[config.mk]
export PLATFORM = sky130hd
export DESIGN_NAME = md5_digest_engine_top
export DESIGN_NICKNAME = d
export VERILOG_FILES = /design/src/md5de_pkg.sv /design/src/md5de_word_mem.sv /design/src/md5de_round.sv /design/src/md5_digest_engine_top.sv
export SDC_FILE = /design/constraint.sdc
export NUM_CORES = 2
export LEC_CHECK = 0
export BUFFER_PORTS_ARGS = -buffer_cell sky130_fd_sc_hd__buf_2
export CAP_MARGIN = 20
export CORE_UTILIZATION = 50
export CTS_CLUSTER_SIZE = 28
export DETAILED_ROUTE_END_ITERATION = 7
export GPL_ROUTABILITY_DRIVEN = 0
export PLACE_DENSITY = 0.66
export SYNTH_ARGS = -nofsm -noshare
export SYNTH_HDL_FRONTEND = slang
export SYNTH_HIERARCHICAL = 1
export SYNTH_SLANG_ARGS = --single-unit
[constraint.sdc]
create_clock -name clk -period 13.4 [get_ports clk]
set_input_delay 0 -clock clk [delete_from_list [all_inputs] [get_ports clk]]
set_output_delay 0 -clock clk [all_outputs]
set_load 0.03 [all_outputs]
[src/md5de_pkg.sv]
// Shared types, round constants and helper functions of the MD5 digest engine.
package md5de_pkg;

    // Control states, one-hot
    typedef enum logic [5:0] {
        S_IDLE  = 6'b000001,
        S_PAD   = 6'b000010,
        S_CINIT = 6'b000100,
        S_CRUN  = 6'b001000,
        S_CADD  = 6'b010000,
        S_DONE  = 6'b100000
    } state_t;

    // Padding sequence position
    typedef enum logic [1:0] {
        PH_MARK  = 2'd0,
        PH_ZERO  = 2'd1,
        PH_LENHI = 2'd2
    } pad_phase_t;

    // Block memory write port
    typedef struct packed {
        logic        we;
        logic [3:0]  addr;
        logic [31:0] data;
    } mem_wr_t;

    localparam logic [31:0] INIT_CHAIN [4] = '{
        32'h67452301, 32'hEFCDAB89, 32'h98BADCFE, 32'h10325476
    };

    localparam logic [31:0] PAD_MARK   = 32'h0000_0080;
    localparam logic [2:0]  FULL_BYTES = 3'd4;

    localparam logic [31:0] K_TABLE [64] = '{
        32'hd76aa478, 32'he8c7b756, 32'h242070db, 32'hc1bdceee,
        32'hf57c0faf, 32'h4787c62a, 32'ha8304613, 32'hfd469501,
        32'h698098d8, 32'h8b44f7af, 32'hffff5bb1, 32'h895cd7be,
        32'h6b901122, 32'hfd987193, 32'ha679438e, 32'h49b40821,
        32'hf61e2562, 32'hc040b340, 32'h265e5a51, 32'he9b6c7aa,
        32'hd62f105d, 32'h02441453, 32'hd8a1e681, 32'he7d3fbc8,
        32'h21e1cde6, 32'hc33707d6, 32'hf4d50d87, 32'h455a14ed,
        32'ha9e3e905, 32'hfcefa3f8, 32'h676f02d9, 32'h8d2a4c8a,
        32'hfffa3942, 32'h8771f681, 32'h6d9d6122, 32'hfde5380c,
        32'ha4beea44, 32'h4bdecfa9, 32'hf6bb4b60, 32'hbebfbc70,
        32'h289b7ec6, 32'heaa127fa, 32'hd4ef3085, 32'h04881d05,
        32'hd9d4d039, 32'he6db99e5, 32'h1fa27cf8, 32'hc4ac5665,
        32'hf4292244, 32'h432aff97, 32'hab9423a7, 32'hfc93a039,
        32'h655b59c3, 32'h8f0ccc92, 32'hffeff47d, 32'h85845dd1,
        32'h6fa87e4f, 32'hfe2ce6e0, 32'ha3014314, 32'h4e0811a1,
        32'hf7537e82, 32'hbd3af235, 32'h2ad7d2bb, 32'heb86d391
    };

    localparam logic [4:0] SHIFT_TABLE [4][4] = '{
        '{5'd7, 5'd12, 5'd17, 5'd22},
        '{5'd5, 5'd9,  5'd14, 5'd20},
        '{5'd4, 5'd11, 5'd16, 5'd23},
        '{5'd6, 5'd10, 5'd15, 5'd21}
    };

    localparam logic [3:0] IDX_MUL [4] = '{4'd1, 4'd5, 4'd3, 4'd7};
    localparam logic [3:0] IDX_ADD [4] = '{4'd0, 4'd1, 4'd5, 4'd0};

    // Message word index used by a given round
    function automatic logic [3:0] msg_index(input logic [5:0] rnd);
        logic [1:0] stg;
        logic [3:0] j;
        stg = rnd[5:4];
        j   = rnd[3:0];
        return 4'(IDX_MUL[stg] * j + IDX_ADD[stg]);
    endfunction

    // Final partial word: keep the low n bytes, append the marker byte
    function automatic logic [31:0] pad_word(input logic [31:0] msg, input logic [2:0] n);
        logic [31:0] w;
        unique case (n[1:0])
            2'd0: w = PAD_MARK;
            2'd1: w = {16'h0000, PAD_MARK[7:0], msg[7:0]};
            2'd2: w = {8'h00, PAD_MARK[7:0], msg[15:0]};
            2'd3: w = {PAD_MARK[7:0], msg[23:0]};
        endcase
        return w;
    endfunction

endpackage

[src/md5de_word_mem.sv]
// 16 x 32 block word memory, one write and one registered read port.
module md5de_word_mem (
    input  logic                clk,
    input  md5de_pkg::mem_wr_t  wr,
    input  logic [3:0]          raddr,
    output logic [31:0]         rdata
);
    import md5de_pkg::*;

    logic [31:0] mem [16];
    logic [31:0] rdata_reg;

    // Write port
    always_ff @(posedge clk)
    begin
        if (wr.we)
        begin
            mem[wr.addr] <= wr.data;
        end
    end

    // Read port, registered
    always_ff @(posedge clk)
    begin
        rdata_reg <= mem[raddr];
    end

    assign rdata = rdata_reg;

endmodule

[src/md5de_round.sv]
// One MD5 round step on the A..D working registers.
module md5de_round (
    input  logic [31:0] a,
    input  logic [31:0] b,
    input  logic [31:0] c,
    input  logic [31:0] d,
    input  logic [31:0] m,
    input  logic [31:0] k,
    input  logic [1:0]  stage,
    input  logic [4:0]  shift,
    output logic [31:0] a_new,
    output logic [31:0] b_new,
    output logic [31:0] c_new,
    output logic [31:0] d_new
);
    import md5de_pkg::*;

    logic [31:0] mix;
    logic [31:0] sum;
    logic [63:0] dbl;

    // Stage-dependent boolean function
    always_comb
    begin
        unique case (stage)
            2'd0: mix = (b & c) | (~b & d);
            2'd1: mix = (d & b) | (~d & c);
            2'd2: mix = b ^ c ^ d;
            2'd3: mix = c ^ (b | ~d);
        endcase
    end

    assign sum = a + mix + k + m;
    assign dbl = {sum, sum} << shift;

    // Rotate the registers
    assign a_new = d;
    assign b_new = b + dbl[63:32];
    assign c_new = b;
    assign d_new = c;

endmodule

[src/md5_digest_engine_top.sv]
// MD5 digest engine top level: word intake, padding, compression control, digest output.
//
// Message words come in on s_* as little-endian 32-bit words; s_tlast marks the final
// word, whose valid bytes are given by byte_count. Each word is one transaction and is
// written to a 16-entry block memory. When a block is full the engine runs compression
// (one load step, 64 rounds through a single round unit that reads one memory word per
// cycle, one chaining add). The final word starts padding, written one word per cycle,
// with one or two extra compressions. The four digest words h0..h3 then move to an
// output buffer and leave on m_* (m_tlast on h3); the next message may start while the
// digest is still being drained.
module md5_digest_engine_top (
    input  logic        clk,
    input  logic        rst_n,
    input  logic        s_tvalid,
    output logic        s_tready,
    input  logic [39:0] s_tdata,   // [31:0] msg_word, [34:32] byte_count, [39:35] zero
    input  logic        s_tlast,   // last_word
    output logic        m_tvalid,
    input  logic        m_tready,
    output logic [31:0] m_tdata,   // [31:0] digest_word
    output logic        m_tlast    // digest_last
);
    import md5de_pkg::*;

    state_t      state_reg, state_next;
    pad_phase_t  phase_reg;
    logic [3:0]  fill_reg;
    logic [63:0] bitlen_reg;
    logic [5:0]  rnd_reg;
    logic        pad_reg;
    logic        fin_reg;
    logic [31:0] chain_reg [4];
    logic [31:0] work_reg [4];
    logic [31:0] obuf_reg [4];
    logic [1:0]  oidx_reg;
    logic        obusy_reg;

    logic        in_acc;
    logic        out_acc;
    logic [31:0] msg_word;
    logic [2:0]  byte_n;
    logic [31:0] first_word;
    logic [31:0] pad_data;
    mem_wr_t     wr;
    logic [3:0]  raddr;
    logic [31:0] rdata;
    logic [31:0] rnd_out [4];

    assign in_acc   = s_tvalid & s_tready;
    assign out_acc  = m_tvalid & m_tready;
    assign s_tready = (state_reg == S_IDLE);
    assign msg_word = s_tdata[31:0];
    assign byte_n   = (s_tdata[34:32] > FULL_BYTES) ? FULL_BYTES : s_tdata[34:32];

    // Word written on an input transaction
    assign first_word = (!s_tlast || byte_n == FULL_BYTES) ? msg_word
                                                           : pad_word(msg_word, byte_n);

    // Padding word for the current phase
    always_comb
    begin
        unique case (phase_reg)
            PH_MARK:  pad_data = PAD_MARK;
            PH_ZERO:  pad_data = (fill_reg == 4'd14) ? bitlen_reg[31:0] : '0;
            PH_LENHI: pad_data = bitlen_reg[63:32];
            default:  pad_data = '0;
        endcase
    end

    // Block memory write port
    always_comb
    begin
        wr.we   = in_acc | (state_reg == S_PAD);
        wr.addr = fill_reg;
        wr.data = (state_reg == S_PAD) ? pad_data : first_word;
    end

    // Read address runs one round ahead of the round unit
    always_comb
    begin
        if (state_reg == S_CINIT)
        begin
            raddr = msg_index(6'd0);
        end
        else
        begin
            raddr = msg_index(rnd_reg + 6'd1);
        end
    end

    md5de_word_mem u_mem (
        .clk   (clk),
        .wr    (wr),
        .raddr (raddr),
        .rdata (rdata)
    );

    md5de_round u_round (
        .a     (work_reg[0]),
        .b     (work_reg[1]),
        .c     (work_reg[2]),
        .d     (work_reg[3]),
        .m     (rdata),
        .k     (K_TABLE[rnd_reg]),
        .stage (rnd_reg[5:4]),
        .shift (SHIFT_TABLE[rnd_reg[5:4]][rnd_reg[1:0]]),
        .a_new (rnd_out[0]),
        .b_new (rnd_out[1]),
        .c_new (rnd_out[2]),
        .d_new (rnd_out[3])
    );

    // Next state
    always_comb
    begin
        state_next = state_reg;
        unique case (state_reg)
            S_IDLE:
            begin
                if (in_acc)
                begin
                    if (fill_reg == 4'd15)
                    begin
                        state_next = S_CINIT;
                    end
                    else if (s_tlast)
                    begin
                        state_next = S_PAD;
                    end
                end
            end
            S_PAD:
            begin
                if (fill_reg == 4'd15)
                begin
                    state_next = S_CINIT;
                end
            end
            S_CINIT: state_next = S_CRUN;
            S_CRUN:
            begin
                if (rnd_reg == 6'd63)
                begin
                    state_next = S_CADD;
                end
            end
            S_CADD:
            begin
                priority if (fin_reg)
                begin
                    state_next = S_DONE;
                end
                else if (pad_reg)
                begin
                    state_next = S_PAD;
                end
                else
                begin
                    state_next = S_IDLE;
                end
            end
            S_DONE:
            begin
                if (!obusy_reg)
                begin
                    state_next = S_IDLE;
                end
            end
            default: state_next = S_IDLE;
        endcase
    end

    // Control and chaining state
    always_ff @(posedge clk or negedge rst_n)
    begin
        if (!rst_n)
        begin
            state_reg  <= S_IDLE;
            phase_reg  <= PH_MARK;
            fill_reg   <= '0;
            bitlen_reg <= '0;
            rnd_reg    <= '0;
            pad_reg    <= 1'b0;
            fin_reg    <= 1'b0;
            for (int i = 0; i < 4; i++)
            begin
                chain_reg[i] <= INIT_CHAIN[i];
                work_reg[i]  <= '0;
            end
        end
        else
        begin
            state_reg <= state_next;

            if (wr.we)
            begin
                fill_reg <= fill_reg + 4'd1;
            end

            // Input transaction: length and padding start
            if (in_acc)
            begin
                bitlen_reg <= bitlen_reg + (s_tlast ? 64'(byte_n) << 3 : 64'd32);
                if (s_tlast)
                begin
                    pad_reg   <= 1'b1;
                    phase_reg <= (byte_n == FULL_BYTES) ? PH_MARK : PH_ZERO;
                end
            end

            // Padding sequence
            if (state_reg == S_PAD)
            begin
                unique case (phase_reg)
                    PH_MARK: phase_reg <= PH_ZERO;
                    PH_ZERO:
                    begin
                        if (fill_reg == 4'd14)
                        begin
                            phase_reg <= PH_LENHI;
                        end
                    end
                    PH_LENHI: fin_reg <= 1'b1;
                    default:  phase_reg <= PH_MARK;
                endcase
            end

            // Compression
            if (state_reg == S_CINIT)
            begin
                rnd_reg <= '0;
                for (int i = 0; i < 4; i++)
                begin
                    work_reg[i] <= chain_reg[i];
                end
            end
            if (state_reg == S_CRUN)
            begin
                rnd_reg <= rnd_reg + 6'd1;
                for (int i = 0; i < 4; i++)
                begin
                    work_reg[i] <= rnd_out[i];
                end
            end
            if (state_reg == S_CADD)
            begin
                for (int i = 0; i < 4; i++)
                begin
                    chain_reg[i] <= chain_reg[i] + work_reg[i];
                end
            end

            // Digest handed to the output buffer, engine back to initial values
            if (state_reg == S_DONE && !obusy_reg)
            begin
                for (int i = 0; i < 4; i++)
                begin
                    chain_reg[i] <= INIT_CHAIN[i];
                end
                bitlen_reg <= '0;
                pad_reg    <= 1'b0;
                fin_reg    <= 1'b0;
            end
        end
    end

    // Output buffer control
    always_ff @(posedge clk or negedge rst_n)
    begin
        if (!rst_n)
        begin
            obusy_reg <= 1'b0;
            oidx_reg  <= '0;
        end
        else
        begin
            if (state_reg == S_DONE && !obusy_reg)
            begin
                obusy_reg <= 1'b1;
                oidx_reg  <= '0;
            end
            else if (out_acc)
            begin
                oidx_reg <= oidx_reg + 2'd1;
                if (oidx_reg == 2'd3)
                begin
                    obusy_reg <= 1'b0;
                end
            end
        end
    end

    // Output buffer payload
    always_ff @(posedge clk)
    begin
        if (state_reg == S_DONE && !obusy_reg)
        begin
            for (int i = 0; i < 4; i++)
            begin
                obuf_reg[i] <= chain_reg[i];
            end
        end
    end

    assign m_tvalid = obusy_reg;
    assign m_tdata  = obuf_reg[oidx_reg];
    assign m_tlast  = (oidx_reg == 2'd3);

endmodule

==> impl_metrics.json <==
{
  "fin_crit_sh_pct": 83.6,
  "cts_resized": 0,
  "clkPwrFrac_pct": 17.1,
  "relSlewSlack_pct": 26.1,
  "synth_cell_types": 106,
  "grt.total_usage_pct": 27.9,
  "pre_cts_ws_ps": 2500,
  "cts_root_buffer": "clkbuf_16",
  "largest_reg_flops": 512,
  "p_sw_share_pct": 44.8,
  "layout.cells.non_filler": 6851,
  "ys_seq_area_share_pct": 48.8,
  "finalClockSkew_ps": 40.8,
  "rsz0062_at_grt": "false",
  "period_minus_slack_ps": 11200,
  "hold_viol": 16,
  "ys.flop_type": "edfxtp_1",
  "avgSynthCellArea_um2": 10.9,
  "tightest_slew_ps": 1110,
  "setup_viol": 0,
  "fin_ws_ps": 2200,
  "yosys_register_bits": 1012,
  "design.core.area_um2": 115000,
  "p_int_w": 0.00943,
  "synth_warnings": 6,
  "whs_ps": -7.51,
  "maxCapViolCount": 0,
  "fillers": 9582,
  "p_seq_share_pct": 25.7,
  "drive_above_1_share_pct": 12.5,
  "area_growth_pct": 8.67,
  "clock-sinks": 1012,
  "wl_mm": 164,
  "drt-wirelength-per-cell_um": 24.0,
  "cp_max_fo": 34,
  "hpwl_mm": 109,
  "htree_num_levels": 3,
  "io_pins": 80,
  "clkSlewWorstSetupHoldPaths_ps": 60,
  "drv_slew": 0,
  "r2r_cells": 41,
  "timing.rr.start": "rnd_reg[1]",
  "worstSkewPairLatency_ps": 730,
  "crit_end": "work_reg[95]",
  "critPathCaptureType": "register",
  "ctsHoldBuffers": 31,
  "cp_slowest_cell": "mux4_1",
  "antenna_found_initial": 2,
  "p_comb_share_pct": 57.2,
  "cts.path.max_buffers": 3,
  "grt_pass1_wl_mm": 250,
  "n_antenna_cell": 0,
  "start_util_pct": 50.7,
  "via_per_inst": 6.26,
  "rr_endpoint": "work_reg[95]",
  "cts_setup_buffers": 0,
  "cpPeakStageDelay_ps": 590,
  "worstSetupPathType": "register to register",
  "synth_nets": 5676,
  "violations": "negative hold slack",
  "netlist_area_um2": 58300,
  "dr.first_iter.drc_count": 5297,
  "dp_cells": 6625,
  "crit_start": "rnd_reg[1]",
  "ir_drop_uv": 235,
  "grt_max_degree": 131,
  "grt_pass1_vias": 40570,
  "rrSetupSlack_ps": 2200,
  "first_pass_iters": 8,
  "cp_data_required_time_ps": 14000,
  "die_w_um": 344,
  "port_buffers": 74,
  "status": "finished, violations left",
  "finalNetCount": 5589,
  "switching_power_w": 0.00765,
  "async_flop_share_pct": 33.6,
  "cellPowerDensity_nw_per_um2": 270,
  "synthCells": 5337,
  "p_leak_nw": 24.8,
  "arrival_ps": 11810,
  "fp.dieH_um": 344,
  "max_freq_mhz": 89.3,
  "synth_edf_count": 640,
  "cts_tree": "built",
  "start_kind": "register",
  "overflow": 0,
  "placementRows": 124,
  "drc": 0,
  "fin_setup_tns_ps": 0,
  "hold_path.class": "primary input to register",
  "cts_buffers": 102,
  "vias": 42917,
  "final_antenna_net_count": 0,
  "regMostFlops": "u_mem/mem",
  "dieArea_um2": 118000
}
cells in the final DEF (no fill, tap or decap), types with 65 or more instances in the layout:
cell type	n
a21o_1	90
a21oi_1	342
a22oi_1	220
buf_2	73
buf_4	87
clkbuf_16	103
dfrtp_1	269
dfstp_2	65
edfxtp_1	640
fa_1	69
ha_1	225
inv_1	217
mux4_2	173
nand2_1	700
nand3_1	117
nor2_1	267
nor3_1	134
o21ai_0	337
xnor2_1	110
xor2_1	149
through the flow:
step           power (W)  utilization (%)  instance area, um^2
5_1_grt           0.0182             55.1                63400
4_1_cts           0.0170             55.1                63400
6_report          0.0171             55.1                63400
3_3_place_gp      0.0139             51.8                59600
2_1_floorplan     0.0116                -                58300
3_5_place_dp      0.0140             51.8                59600
metal layers:
metal	GRT usage [%]	vias up	part of all wire, %
li1	-	19556	-
met2	45.0	1953	47
met5	0	-	0
met4	10.4	0	3.8
met1	38.3	21064	41
met3	3.86	344	8.0
final cells by class:
| type | count | area (um^2) | share of cell area, % |
|---|---|---|---|
| inverters | 223 | 845 | 1.33 |
| repair buffers | 195 | 1410 | 2.22 |
| well taps | 1512 | 1890 | 2.98 |
| multi-input cells | 3716 | 27300 | 43.1 |
| clock buffers | 129 | 2740 | 4.32 |
| flip-flops and latches | 1012 | 28500 | 44.9 |
| clock inverters | 64 | 707 | 1.12 |
worst max-delay path, delay by kind of cell, from the launching register on:
family	cells	cell delay, ps
AOI/OAI and AO/OA	20	5310
adders and majority gates	6	2170
buffers and inverters	7	1410
muxes	3	1040
xor gates and xnor gates	2	520
DFF	1	320
and+or+nand+nor	3	300
power by group through the flow:
stage                     Sequential (W)  Clock (W)  Combinational [W]
after floorplan                  0.00421          0            0.00737
final                            0.00438    0.00293            0.00977
after detailed placement         0.00443          0            0.00957
after CTS                        0.00437    0.00297            0.00964
after global placement           0.00441          0            0.00946
after global routing             0.00443    0.00309             0.0107
cells in the mapped netlist, types with 33 or more instances:
library cell  number  area share [%]
o22ai_1           39            0.42
inv_1            217             1.4
ha_1             225             4.8
xnor2_1          110             1.7
a21o_1            90             1.2
o21a_1            42            0.54
nand2b_1          33            0.35
dfrtp_1          275              12
xor2_1           149             2.2
buf_1             43            0.28
a211oi_1          34            0.44
fa_1              69             2.4
dfstp_2           65             2.9
nor2_1           284             1.8
nor2b_1           42            0.45
nand3_1          117             1.0
o211ai_1          62            0.80
nand2_1          700             4.5
o21ai_0          341             2.9
a21oi_1          344             3.0
clkbuf_1         218             1.4
a31oi_1           47            0.50
nor3_1           138             1.2
mux2i_1           60             1.0
buf_4            108             1.4
a22oi_1          220             2.8
edfxtp_1         640              33
mux4_2           173             6.7
cells by family after synthesis:
logic type,after synthesis,share of synthesized area [%]
and+or+nand+nor,1468,11.2
buffers and inverters,609,4.71
adders and majority gates,294,7.20
AOI/OAI and AO/OA,1432,15.8
DFF,1012,48.8
muxes,262,8.40
xor gates and xnor gates,260,3.93
worst min path at each step:
stage | startpoint | end | slack (ps) | cells after the start
2_1_floorplan | rst_n | bitlen_reg[10] | -300 | 0
6_report | s_tdata[28] | u_mem/mem[8][28] | -8 | 3
4_1_cts | s_tdata[28] | u_mem/mem[10][28] | 6 | 3
5_1_grt | s_tdata[28] | u_mem/mem[5][28] | 0.4 | 3
3_5_place_dp | rst_n | chain_reg[45] | 100 | 1
3_3_place_gp | rst_n | chain_reg[45] | 100 | 1
(Power assumes the default switching activity.)
